`src/sv/assert_macros.svh`:
```
// Assertion macros shared by the sequencer RTL files.
`ifndef ASSERT_MACROS_SVH
`define ASSERT_MACROS_SVH

// Property holds at every clock edge outside reset.
`define ASSERT_ALWAYS(label, clk, rst_n, prop) \
	label: assert property (@(posedge clk) disable iff (!(rst_n)) (prop)) \
		else $error("assertion failed");

// Consequent holds in the same cycle as the antecedent.
`define ASSERT_IMPLIES(label, clk, rst_n, ante, cons) \
	label: assert property (@(posedge clk) disable iff (!(rst_n)) (ante) |-> (cons)) \
		else $error("assertion failed");

`endif

```
`src/sv/tfs_pkg.sv`:
```
// Shared types and constants of the timestamp frame sequencer.
package tfs_pkg;

	localparam int TABLE_DEPTH_DEF = 1024;
	localparam int STAMP_W         = 64;
	localparam int FRAME_W         = 10;
	localparam int COUNT_OUT_W     = 11;
	localparam int STATUS_W        = 2;
	localparam int CMD_W           = 3;
	localparam int IN_TDATA_W      = 80;
	localparam int OUT_TDATA_W     = 152;

	// Command codes.
	typedef enum logic [CMD_W-1:0] {
		CMD_LOAD  = 3'd0,
		CMD_CLEAR = 3'd1,
		CMD_TICK  = 3'd2,
		CMD_SEEK  = 3'd3,
		CMD_NEXT  = 3'd4,
		CMD_PREV  = 3'd5,
		CMD_SET   = 3'd6
	} cmd_t;

	// Status codes.
	localparam logic [STATUS_W-1:0] STATUS_OK        = 2'd0;
	localparam logic [STATUS_W-1:0] STATUS_FULL      = 2'd1;
	localparam logic [STATUS_W-1:0] STATUS_BAD_FRAME = 2'd2;

	// Configuration register indexes.
	localparam logic CFG_LOOPED = 1'b0;
	localparam logic CFG_PAUSED = 1'b1;

	// Status of the iterative remainder unit.
	typedef struct packed {
		logic busy;
		logic done;
	} rem_stat_t;

endpackage

```
`src/sv/tfs_rem.sv`:
```
// Iterative restoring remainder unit, one dividend bit per cycle.
`include "assert_macros.svh"

module tfs_rem (
	input  logic                         clk,
	input  logic                         arst_n,
	input  logic                         start,
	input  logic [tfs_pkg::STAMP_W-1:0]  dividend,
	input  logic [tfs_pkg::STAMP_W-1:0]  divisor,
	output tfs_pkg::rem_stat_t           stat,
	output logic [tfs_pkg::STAMP_W-1:0]  remainder
);

	localparam int W     = tfs_pkg::STAMP_W;
	localparam int CNT_W = $clog2(W);

	logic [W-1:0]     n_q;
	logic [W-1:0]     d_q;
	logic [W-1:0]     rem_q;
	logic [CNT_W-1:0] cnt_q;
	logic             busy_q;
	logic             done_q;
	logic [W:0]       trial;
	logic [W:0]       nxt;

	// One compare and subtract step of the long division.
	always_comb begin
		trial = {rem_q, n_q[W-1]};
		if (trial >= {1'b0, d_q}) begin
			nxt = trial - {1'b0, d_q};
		end else begin
			nxt = trial;
		end
	end

	// Control: count the steps and flag the last one.
	always_ff @(posedge clk or negedge arst_n) begin
		if (!arst_n) begin
			busy_q <= 1'b0;
			done_q <= 1'b0;
			cnt_q  <= '0;
		end else begin
			done_q <= 1'b0;
			if (start) begin
				busy_q <= 1'b1;
				cnt_q  <= '0;
			end else if (busy_q) begin
				cnt_q <= cnt_q + 1'b1;
				if (cnt_q == CNT_W'(W - 1)) begin
					busy_q <= 1'b0;
					done_q <= 1'b1;
				end
			end
		end
	end

	// Datapath: partial remainder and the dividend bits still to shift in.
	always_ff @(posedge clk) begin
		if (start) begin
			n_q   <= dividend;
			d_q   <= divisor;
			rem_q <= '0;
		end else if (busy_q) begin
			n_q   <= {n_q[W-2:0], 1'b0};
			rem_q <= nxt[W-1:0];
		end
	end

	assign stat.busy = busy_q;
	assign stat.done = done_q;
	assign remainder = rem_q;

	// While the unit is busy, the partial remainder stays below the divisor.
	`ASSERT_IMPLIES(a_rem_below_divisor, clk, arst_n, busy_q, rem_q < d_q)

endmodule

```
`config.mk`:
```
export PLATFORM = sky130hd
export DESIGN_NAME = tfs_rem
export DESIGN_NICKNAME = d
export VERILOG_FILES = /design/src/sv/tfs_pkg.sv /design/src/sv/tfs_rem.sv
export VERILOG_INCLUDE_DIRS = /design/src /design/src/sv
export SDC_FILE = /design/constraint.sdc
export NUM_CORES = 1
export LEC_CHECK = 0
export ABC_CLOCK_PERIOD_IN_PS = 5750
export BUFFER_PORTS_ARGS = -buffer_cell sky130_fd_sc_hd__buf_2
export CORE_UTILIZATION = 62
export CTS_BUF_LIST = sky130_fd_sc_hd__clkbuf_16
export CTS_CLUSTER_DIAMETER = 100
export DETAILED_ROUTE_END_ITERATION = 8
export PLACE_DENSITY_LB_ADDON = 0.15
export SLEW_MARGIN = 15
export SYNTH_ARGS = -nofsm -noshare
export SYNTH_HDL_FRONTEND = slang
export SYNTH_SLANG_ARGS = --single-unit
```
`constraint.sdc`:
```
create_clock -name clk -period 5.75 [get_ports clk]
set_clock_uncertainty 0.05 [all_clocks]
set_input_delay 0.2875 -clock clk [delete_from_list [all_inputs] [get_ports clk]]
set_output_delay 0.2875 -clock clk [all_outputs]
set_load 0.005 [all_outputs]
```
* Word-level counts from Yosys, hierarchy flattened
Index checks and enable logic that the tools add are counted.
** Storage, ports and cells
- ROM bits :: 0
- RAM bits :: 0
- Output and inout bits :: 66
- Latch bits :: 0
- Word-level logic and storage cells :: 22
- Memories kept :: 0
- Bits in registers :: 200
** Cells by class
- Equality and inequality tests :: 1
- Div/mod/pow operators :: 0
- $mul :: 0
- Shifts and indexed selects :: 0
- Reduce and logical (&&, ||, !) cells :: 1
- Bitwise gates (word level) :: 0
- Mux-type cells :: 11
- Add/subtract/negate cells :: 2
- $lt $le $gt $ge :: 1
** Operator list (number)
- 64-bit 2-to-1 mux :: 3
- 65-bit by 64-bit >= comparator with 1-bit output :: 1
- 64-bit subtractor :: 1
- 6-bit 2-to-1 mux :: 2
- 6-bit by 1-bit adder with 6-bit output (second input constant) :: 1
- 6-bit == test (second input constant) :: 1
- 1-bit 2-to-1 mux :: 6
- 2-bit nonzero test :: 1

* Depth between registers and ports, before layout
Gate-level depths: netlist (run 1).
- Depth in word-level cells :: 4
- Depth in mapped cells :: 15
- Mapped depth without buffers :: 14

* Least setup slack after synthesis (run 1)
Ideal clock, no wire load.
- Path kind :: flip-flop to flip-flop
- Start :: register n_q[63]
- End :: register rem_q[60] (netlist: remainder[60])
- Setup slack :: 2.790 ns
- Library setup time :: 0.091 ns
- Arrival :: 2.819 ns
- Required time :: 5.609 ns
- Cell stages (with the launch flop) :: 15
- Buffers on the path :: 0
- Cells stage by stage :: edfxtp_1 inv_1 ha_1 inv_1 fa_1 a21oi_1 o211ai_1 a21o_1 o2111a_1 o221ai_2 o211ai_1 a31oi_1 xnor2_1 nand2_1 a311oi_1
** On the way
- Cells in the longest elaborated chain, start to end :: 2
** Ends and longest elaborated chain
- from (decl) :: RTL line tfs_rem.sv:17 : logic [W-1:0] n_q;
- from (signal assigned) :: RTL line tfs_rem.sv:60 : n_q <= dividend;
- from (signal assigned) :: RTL line tfs_rem.sv:64 : n_q <= {n_q[W-2:0], 1'b0};
- 64-bit subtractor / 65-bit by 64-bit >= comparator with 1-bit output (equally long branches) :: RTL line tfs_rem.sv:30, tfs_rem.sv:29
- 64-bit 2-to-1 mux * :: RTL line tfs_rem.sv:29 : if (trial >= {1'b0, d_q}) begin
- to (signal assigned) :: RTL line tfs_rem.sv:65 : rem_q <= nxt[W-1:0];
- to (decl) :: RTL line tfs_rem.sv:19 : logic [W-1:0] rem_q;
Every way passes the cells marked *; elsewhere a longest branch is shown, timed or not.
A chain may end at the register's enable or synchronous reset.

* Worst setup path in the final report (run 1)
- Start :: register rem_q[29] (netlist: remainder[29])
- End :: register rem_q[55] (netlist: remainder[55])
** On the way
- Cells in the longest elaborated chain, start to end :: 2
** Ends and longest elaborated chain (RTL line)
- 64-bit subtractor / 65-bit by 64-bit >= comparator with 1-bit output (equally long branches) :: tfs_rem.sv:30, tfs_rem.sv:29
- 64-bit 2-to-1 mux * :: tfs_rem.sv:29
Marks and branches as above.

==> flow_metrics.py, run 1 <==
metrics = {
    "synthesis": {
        "synth_cell_types": 67,
        "synth.avg_cell_area_sq_um": 9.49,
        "ys_async_sr_fraction_pct": 4.00,
        "ys_seq_elements": 200,
        "ys.warnings.count": 0,
        "synth_area_sq_um": 12000,
        "ys.flop_type": "edfxtp_1",
        "synth_edf_count": 128,
        "syn_nets": 1460,
        "yosysSeqAreaShare_pct": 44.4,
        "postSynthCellCount": 1263,
    },
    "clock_tree": {
        "clk_root_buffer_cell": "clkbuf_16",
        "post_cts_buffers": 0,
        "cts_tree": "done",
        "cts_sinks": 200,
        "clockBufferDepth": 2,
        "worstSkewPairLatency_ns": 0.46,
        "cts_resized": 0,
        "path_clk_slew_ns": 0.09,
        "cts_max_level": 4,
        "cts_buffers": 17,
    },
    "worst_setup_path": {
        "critPathTopFamily": "compound AO/OA/AOI/OAI gates",
        "r2r_setup_slack_ns": 1.94,
        "cp-start-kind": "flip-flop",
        "crit_path_max_incr_delay_ns": 0.65,
        "slowest_stage": "nor2b_4",
        "cp.required_ns": 6.06,
        "path_buf_inv": 1,
        "critPathKind": "reg -> reg",
        "crit_chain": "ha_1, a21o_1, a31o_1, a221oi_2, o21ai_1, a211oi_2, a211oi_2, nor2b_4, buf_4, a21o_1, a31oi_1, nor3_1",
        "crit_fanout": 31,
        "cp.arrival_ns": 4.12,
        "endpoint_kind": "flip-flop",
    },
    "pwr": {
        "power_density_nw_per_um2": 405,
        "power_mw": 5.81,
        "peakVddDrop_mv": 0.293,
        "power.leakage_nw": 6.25,
    },
    "routing": {
        "ant_nets": 0,
        "vias": 10200,
        "route.detailed.drc": 0,
        "wl_per_cell_um": 17.3,
        "drtIter0Drc": 796,
        "post_drt_via_cell_ratio": 5.83,
        "wl_um": 30300,
        "drt_pass1_iterations": 6,
    },
    "placement": {
        "gp_congestion": 0.950,
        "portBuffers": 196,
        "dp_hpwl_um": 21000,
        "dpl.cell_count": 1653,
    },
    "floorplanning": {
        "die_w_um": 141,
        "die_h_um": 141,
        "core-area_sq_um": 18800,
        "die-area_sq_um": 19900,
        "io_pins": 197,
        "row_count": 50,
        "start_util_pct": 63.6,
    },
    "timing": {
        "slew_headroom_pct": 45.7,
        "whs_ns": 0.0753,
        "rsz0062_at_grt": "no",
        "finalCritPeriodShare_pct": 66.2,
        "setup-violations-final": 0,
        "worstMarginPinSlew_ns": 0.814,
        "layout_min_cycle_time_ns": 3.81,
        "hold_viol_final": 0,
        "fmax_ghz": 0.263,
        "finalMaxSlewViolations": 0,
        "tns_ns": 0,
    },
    "global_route": {
        "antenna_found_initial": 0,
        "grt_first_pass_wirelength_um": 48900,
        "first_global_vias": 9772,
        "grt_start_max_net_pins": 98,
        "grt_overflow_total": 0,
        "grtUsageTotal_pct": 31.1,
    },
    "hold_path": {
        "hold_class": "in -> reg",
    },
    "finish": {
        "drive_above_1_share_pct": 21.3,
        "diodes": 0,
        "fin_cells": 1750,
        "areaGrowthSynthToFinish_pct": 19.7,
        "nets": 1674,
    },
    "flow_run": {
        "cap_viol_max_count": 0,
    },
    "outcome": {
        "status": "complete, no violations",
    },
}
## power breakdown
group / total (mW) / internal, mW / switching, mW
Sequential: 1.98 / 1.78 / 0.205
Clock: 1.33 / 0.661 / 0.674
Combinational: 2.49 / 0.992 / 1.50
## cell usage in the layout (no fill, tap or decap), types with 24 or more instances in the layout
cell	synthesis	final
buf_2	17	195
nand2_1	159	159
edfxtp_1	128	128
nor2_1	113	113
a21oi_1	98	98
inv_1	93	92
mux2_2	65	65
ha_1	65	65
dlygate4sd3_1	0	65
dfxtp_1	64	64
o21ai_0	52	52
a311oi_1	40	40
xnor2_1	37	37
nand4_1	32	32
nor3_1	24	24
## kinds of logic (layout without fill, tap and decap cells)
group | after synthesis | in the layout | synth area share (%)
flip-flops | 200 | 200 | 44.4
AND/OR/NAND/NOR | 386 | 386 | 14.4
adder cells (fa/ha/maj) | 66 | 66 | 6.95
multiplexers | 72 | 72 | 6.69
buffers and inverters | 164 | 391 | 5.69
AO/OA/AOI/OAI | 316 | 316 | 17.5
XOR/XNOR | 59 | 59 | 4.31
## stage by stage
stage                     setup slack, ns  util (%)  cell area (sq um)
after floorplan                      2.79         -              12000
after detailed placement             2.05      69.2              13000
after global routing                 1.66      76.2              14300
final                                1.94      76.2              14300
after global placement               2.16      69.2              13000
after CTS                            1.95      76.1              14300
## metal layers
| layer | GRT usage (%) | part of all wire [%] |
|---|---|---|
| met1 | 40.1 | 43 |
| met2 | 51.8 | 48 |
| met3 | 6.69 | 6.8 |
| met4 | 10.8 | 2.4 |
| met5 | 0 | 0 |
## registers in the layout (all words and copies together) (netlist names)
name       count
d_q           64
done_q         1
cnt_q          6
busy_q         1
n_q           64
remainder     64
## cell usage after synthesis (9+ instances only)
| master | number | share of area (%) |
|---|---|---|
| nand2_1 | 159 | 5.0 |
| edfxtp_1 | 128 | 32 |
| nor2_1 | 113 | 3.5 |
| a21oi_1 | 98 | 4.1 |
| inv_1 | 93 | 2.9 |
| ha_1 | 65 | 6.8 |
| mux2_2 | 65 | 6.1 |
| dfxtp_1 | 64 | 11 |
| o21ai_0 | 52 | 2.2 |
| clkbuf_1 | 44 | 1.4 |
| a311oi_1 | 40 | 2.9 |
| xnor2_1 | 37 | 2.7 |
| nand4_1 | 32 | 1.7 |
| nor3_1 | 24 | 1.0 |
| xor2_1 | 22 | 1.6 |
| a21o_1 | 20 | 1.3 |
| buf_2 | 17 | 0.71 |
| o21bai_1 | 17 | 1.1 |
| a211oi_1 | 14 | 0.88 |
| nand3_1 | 13 | 0.54 |
| and3_1 | 10 | 0.52 |
| o21ai_1 | 9 | 0.38 |
| o31ai_1 | 9 | 0.56 |
## path summary, 6_finish.rpt
path	from	endpoint	cells past startpoint
setup reg to reg	remainder[29]	remainder[55]	12
hold / removal	dividend[52]	n_q[52]	2
max in group asynchronous	arst_n	busy_q	2
hold reg to reg	remainder[2]	remainder[2]	2
setup / recovery	remainder[29]	remainder[55]	12
min in group asynchronous	arst_n	cnt_q[2]	2
## layout make-up
type / count / area (sq um)
Clock buffer: 17 / 425
Multi-Input combinational cell: 899 / 5980
Timing Repair Buffer: 266 / 1690
Inverter: 93 / 349
Sequential cell: 200 / 5330
Tap cell: 260 / 325
Clock inverter: 15 / 241
Fill cell: 1348 / 4490
## repair_timing
action | CTS | global route
setup endpoints to repair | 0 | 0
endpoints found under the hold margin | 71 | 1
hold buffers | 64 | 1
No activity file was read; power rests on OpenSTA's default activity.
==> run 2: changes to the inputs <==
Settings changed: ABC_CLOCK_PERIOD_IN_PS 5750 to 3950, CORE_UTILIZATION 62 to 58.
Clock period 5.75 ns to 3.95 ns, I/O delays scaled along.
==> run 2 against run 1 <==
- count of clock-buffer cells in the layout unchanged
- core utilization decreased by 2.1 points
- sequential share of layout area decreased by 1.6 points
- sequential cell count unchanged
- cell count increased by 4.3%
- first-iteration DRC count increased by 6.9%
- critical path depth decreased by 1
- global-route usage decreased by 0.065 points
==> flow_metrics.py, run 2 (synthesis results as in run 1) <==
metrics = {
    "timing": {
        "finalMaxSlewViolations": 0,
        "fmax_ghz": 0.271,
        "rsz0062_at_grt": "no",
        "tns_ns": 0,
        "hold_viol_final": 0,
        "slew_headroom_pct": 47.7,
        "worstMarginPinSlew_ns": 0.785,
        "finalCritPeriodShare_pct": 93.3,
        "setup-violations-final": 0,
        "layout_min_cycle_time_ns": 3.68,
    },
    "hold_path": {
        "hold_depth": 2,
        "hold_class": "in -> reg",
        "min-delay-start": "dividend[20]",
        "min_to": "n_q[20]",
    },
    "global_route": {
        "grt_start_max_net_pins": 85,
        "first_global_vias": 10500,
        "grtUsageTotal_pct": 31.0,
        "grt_util_met1_pct": 39.2,
        "grt_first_pass_wirelength_um": 52500,
        "grt_overflow_total": 0,
        "met2_usage_pct": 52.4,
        "grt.busiest_layer": "met2",
        "use_met3_pct": 7.02,
        "antenna_found_initial": 2,
    },
    "worst_setup_path": {
        "path_common_cell": "a211oi_2",
        "reg2reg_depth": 11,
        "critPathTopFamily": "compound AO/OA/AOI/OAI gates",
        "path_buf_inv": 0,
        "cp-start-kind": "flip-flop",
        "endpoint_kind": "flip-flop",
        "cp.required_ns": 4.24,
        "slowest_stage": "nand2b_4",
        "cp.arrival_ns": 3.97,
        "critPathKind": "reg -> reg",
        "reg2reg_from": "remainder[29]",
        "crit_chain": "ha_1, a21o_1, a31o_1, a221oi_2, o21ai_1, a211oi_2, a211oi_2, nand2b_4, nand2_1, nor3b_1, or3_1",
        "r2r_setup_slack_ns": 0.27,
        "crit_fanout": 47,
        "rr_endpoint": "remainder[58]",
        "crit_path_max_incr_delay_ns": 0.48,
    },
    "placement": {
        "gp_congestion": 0.945,
        "dp_hpwl_um": 21600,
        "dpl.cell_count": 1670,
        "portBuffers": 196,
    },
    "clock_tree": {
        "worstSkewPairLatency_ns": 0.46,
        "clockBufferDepth": 2,
        "path_clk_slew_ns": 0.10,
        "post_cts_buffers": 0,
        "cts_tree": "done",
        "clk_root_buffer_cell": "clkbuf_16",
        "cts_buffers": 17,
        "cts_max_level": 4,
        "cts_sinks": 200,
    },
    "finish": {
        "fin_cells": 1825,
        "final_common_cell": "buf_2",
        "areaGrowthSynthToFinish_pct": 25.0,
        "nets": 1737,
        "layout_common_cells": "buf_2 (195), nand2_1 (159), edfxtp_1 (128)",
        "drive_above_1_share_pct": 20.9,
    },
    "routing": {
        "wl_per_cell_um": 17.7,
        "route.detailed.drc": 0,
        "post_drt_via_cell_ratio": 5.79,
        "drtIter0Drc": 851,
        "vias": 10600,
        "wl_um": 32200,
        "ant_nets": 0,
        "drt_pass1_iterations": 6,
    },
    "floorplanning": {
        "start_util_pct": 59.2,
        "die_w_um": 146,
        "die_h_um": 146,
        "core-area_sq_um": 20200,
        "io_pins": 197,
        "row_count": 52,
        "die-area_sq_um": 21200,
    },
    "pwr": {
        "power_density_nw_per_um2": 572,
        "peakVddDrop_mv": 0.314,
        "power.leakage_nw": 6.52,
    },
    "outcome": {
        "status": "complete, no violations",
    },
    "flow_run": {
        "cap_viol_max_count": 0,
    },
}
## run 2: changes by cell type in the layout (fill, tap and decap cells not counted), sizes merged
cell and change:
clkinv -1, inv +1, buf +7, diode +2
dlygate4sd3 +56
## run 2: power breakdown
part,total [mW],internal (mW),switching (mW),leakage [nW]
Clock,1.95,0.962,0.990,0.319
Combinational,3.72,1.51,2.21,4.27
Sequential,2.89,2.59,0.303,1.93
## run 2: per-layer routing
layer	share of wire (%)	wire [um]
met1	43	13700
met2	49	15700
met3	6.4	2060
met4	2.4	764
met5	0	0
## run 2: worst max path at each step
stage	startpoint	to	slack [ns]	cells past startpoint
final	remainder[29]	remainder[58]	0.27	11
after global routing	remainder[29]	remainder[58]	0.07	11
after CTS	remainder[29]	remainder[58]	0.32	11
after detailed placement	d_q[30]	remainder[58]	0.34	12
after global placement	n_q[63]	remainder[60]	0.42	14
after floorplan	n_q[63]	remainder[60]	0.99	14
## run 2: final cells by class
class                   count  area [sq um]
clock buffers              17           425
multi-input cells         899          5980
flip-flops and latches    200          5330
diodes                      2          5.00
repair buffers            329          2310
inverters                  93           349
well taps                 270           338
clock inverters            15           236
fillers                  1492          5260
## run 2: through the flow
stage / area (sq um) / power (mW) / utilization, % / worst slack, ns / hold slack, ns
3_5_place_dp: 13100 / 6.47 / 64.7 / 0.338 / -0.00361
2_1_floorplan: 12000 / 5.46 / - / 0.990 / -0.148
4_1_cts: 14900 / 8.51 / 73.8 / 0.321 / 0.00174
6_report: 15000 / 8.56 / 74.0 / 0.266 / 0.0105
5_1_grt: 15000 / 9.10 / 74.0 / 0.0745 / 0.00169
3_3_place_gp: 13100 / 6.41 / 64.7 / 0.419 / -0.00385
## run 2: what timing repair did
action,4_1_cts,5_1_grt
gates resized for setup,0,0
hold buffers,117,4
endpoints found under the hold margin,124,4
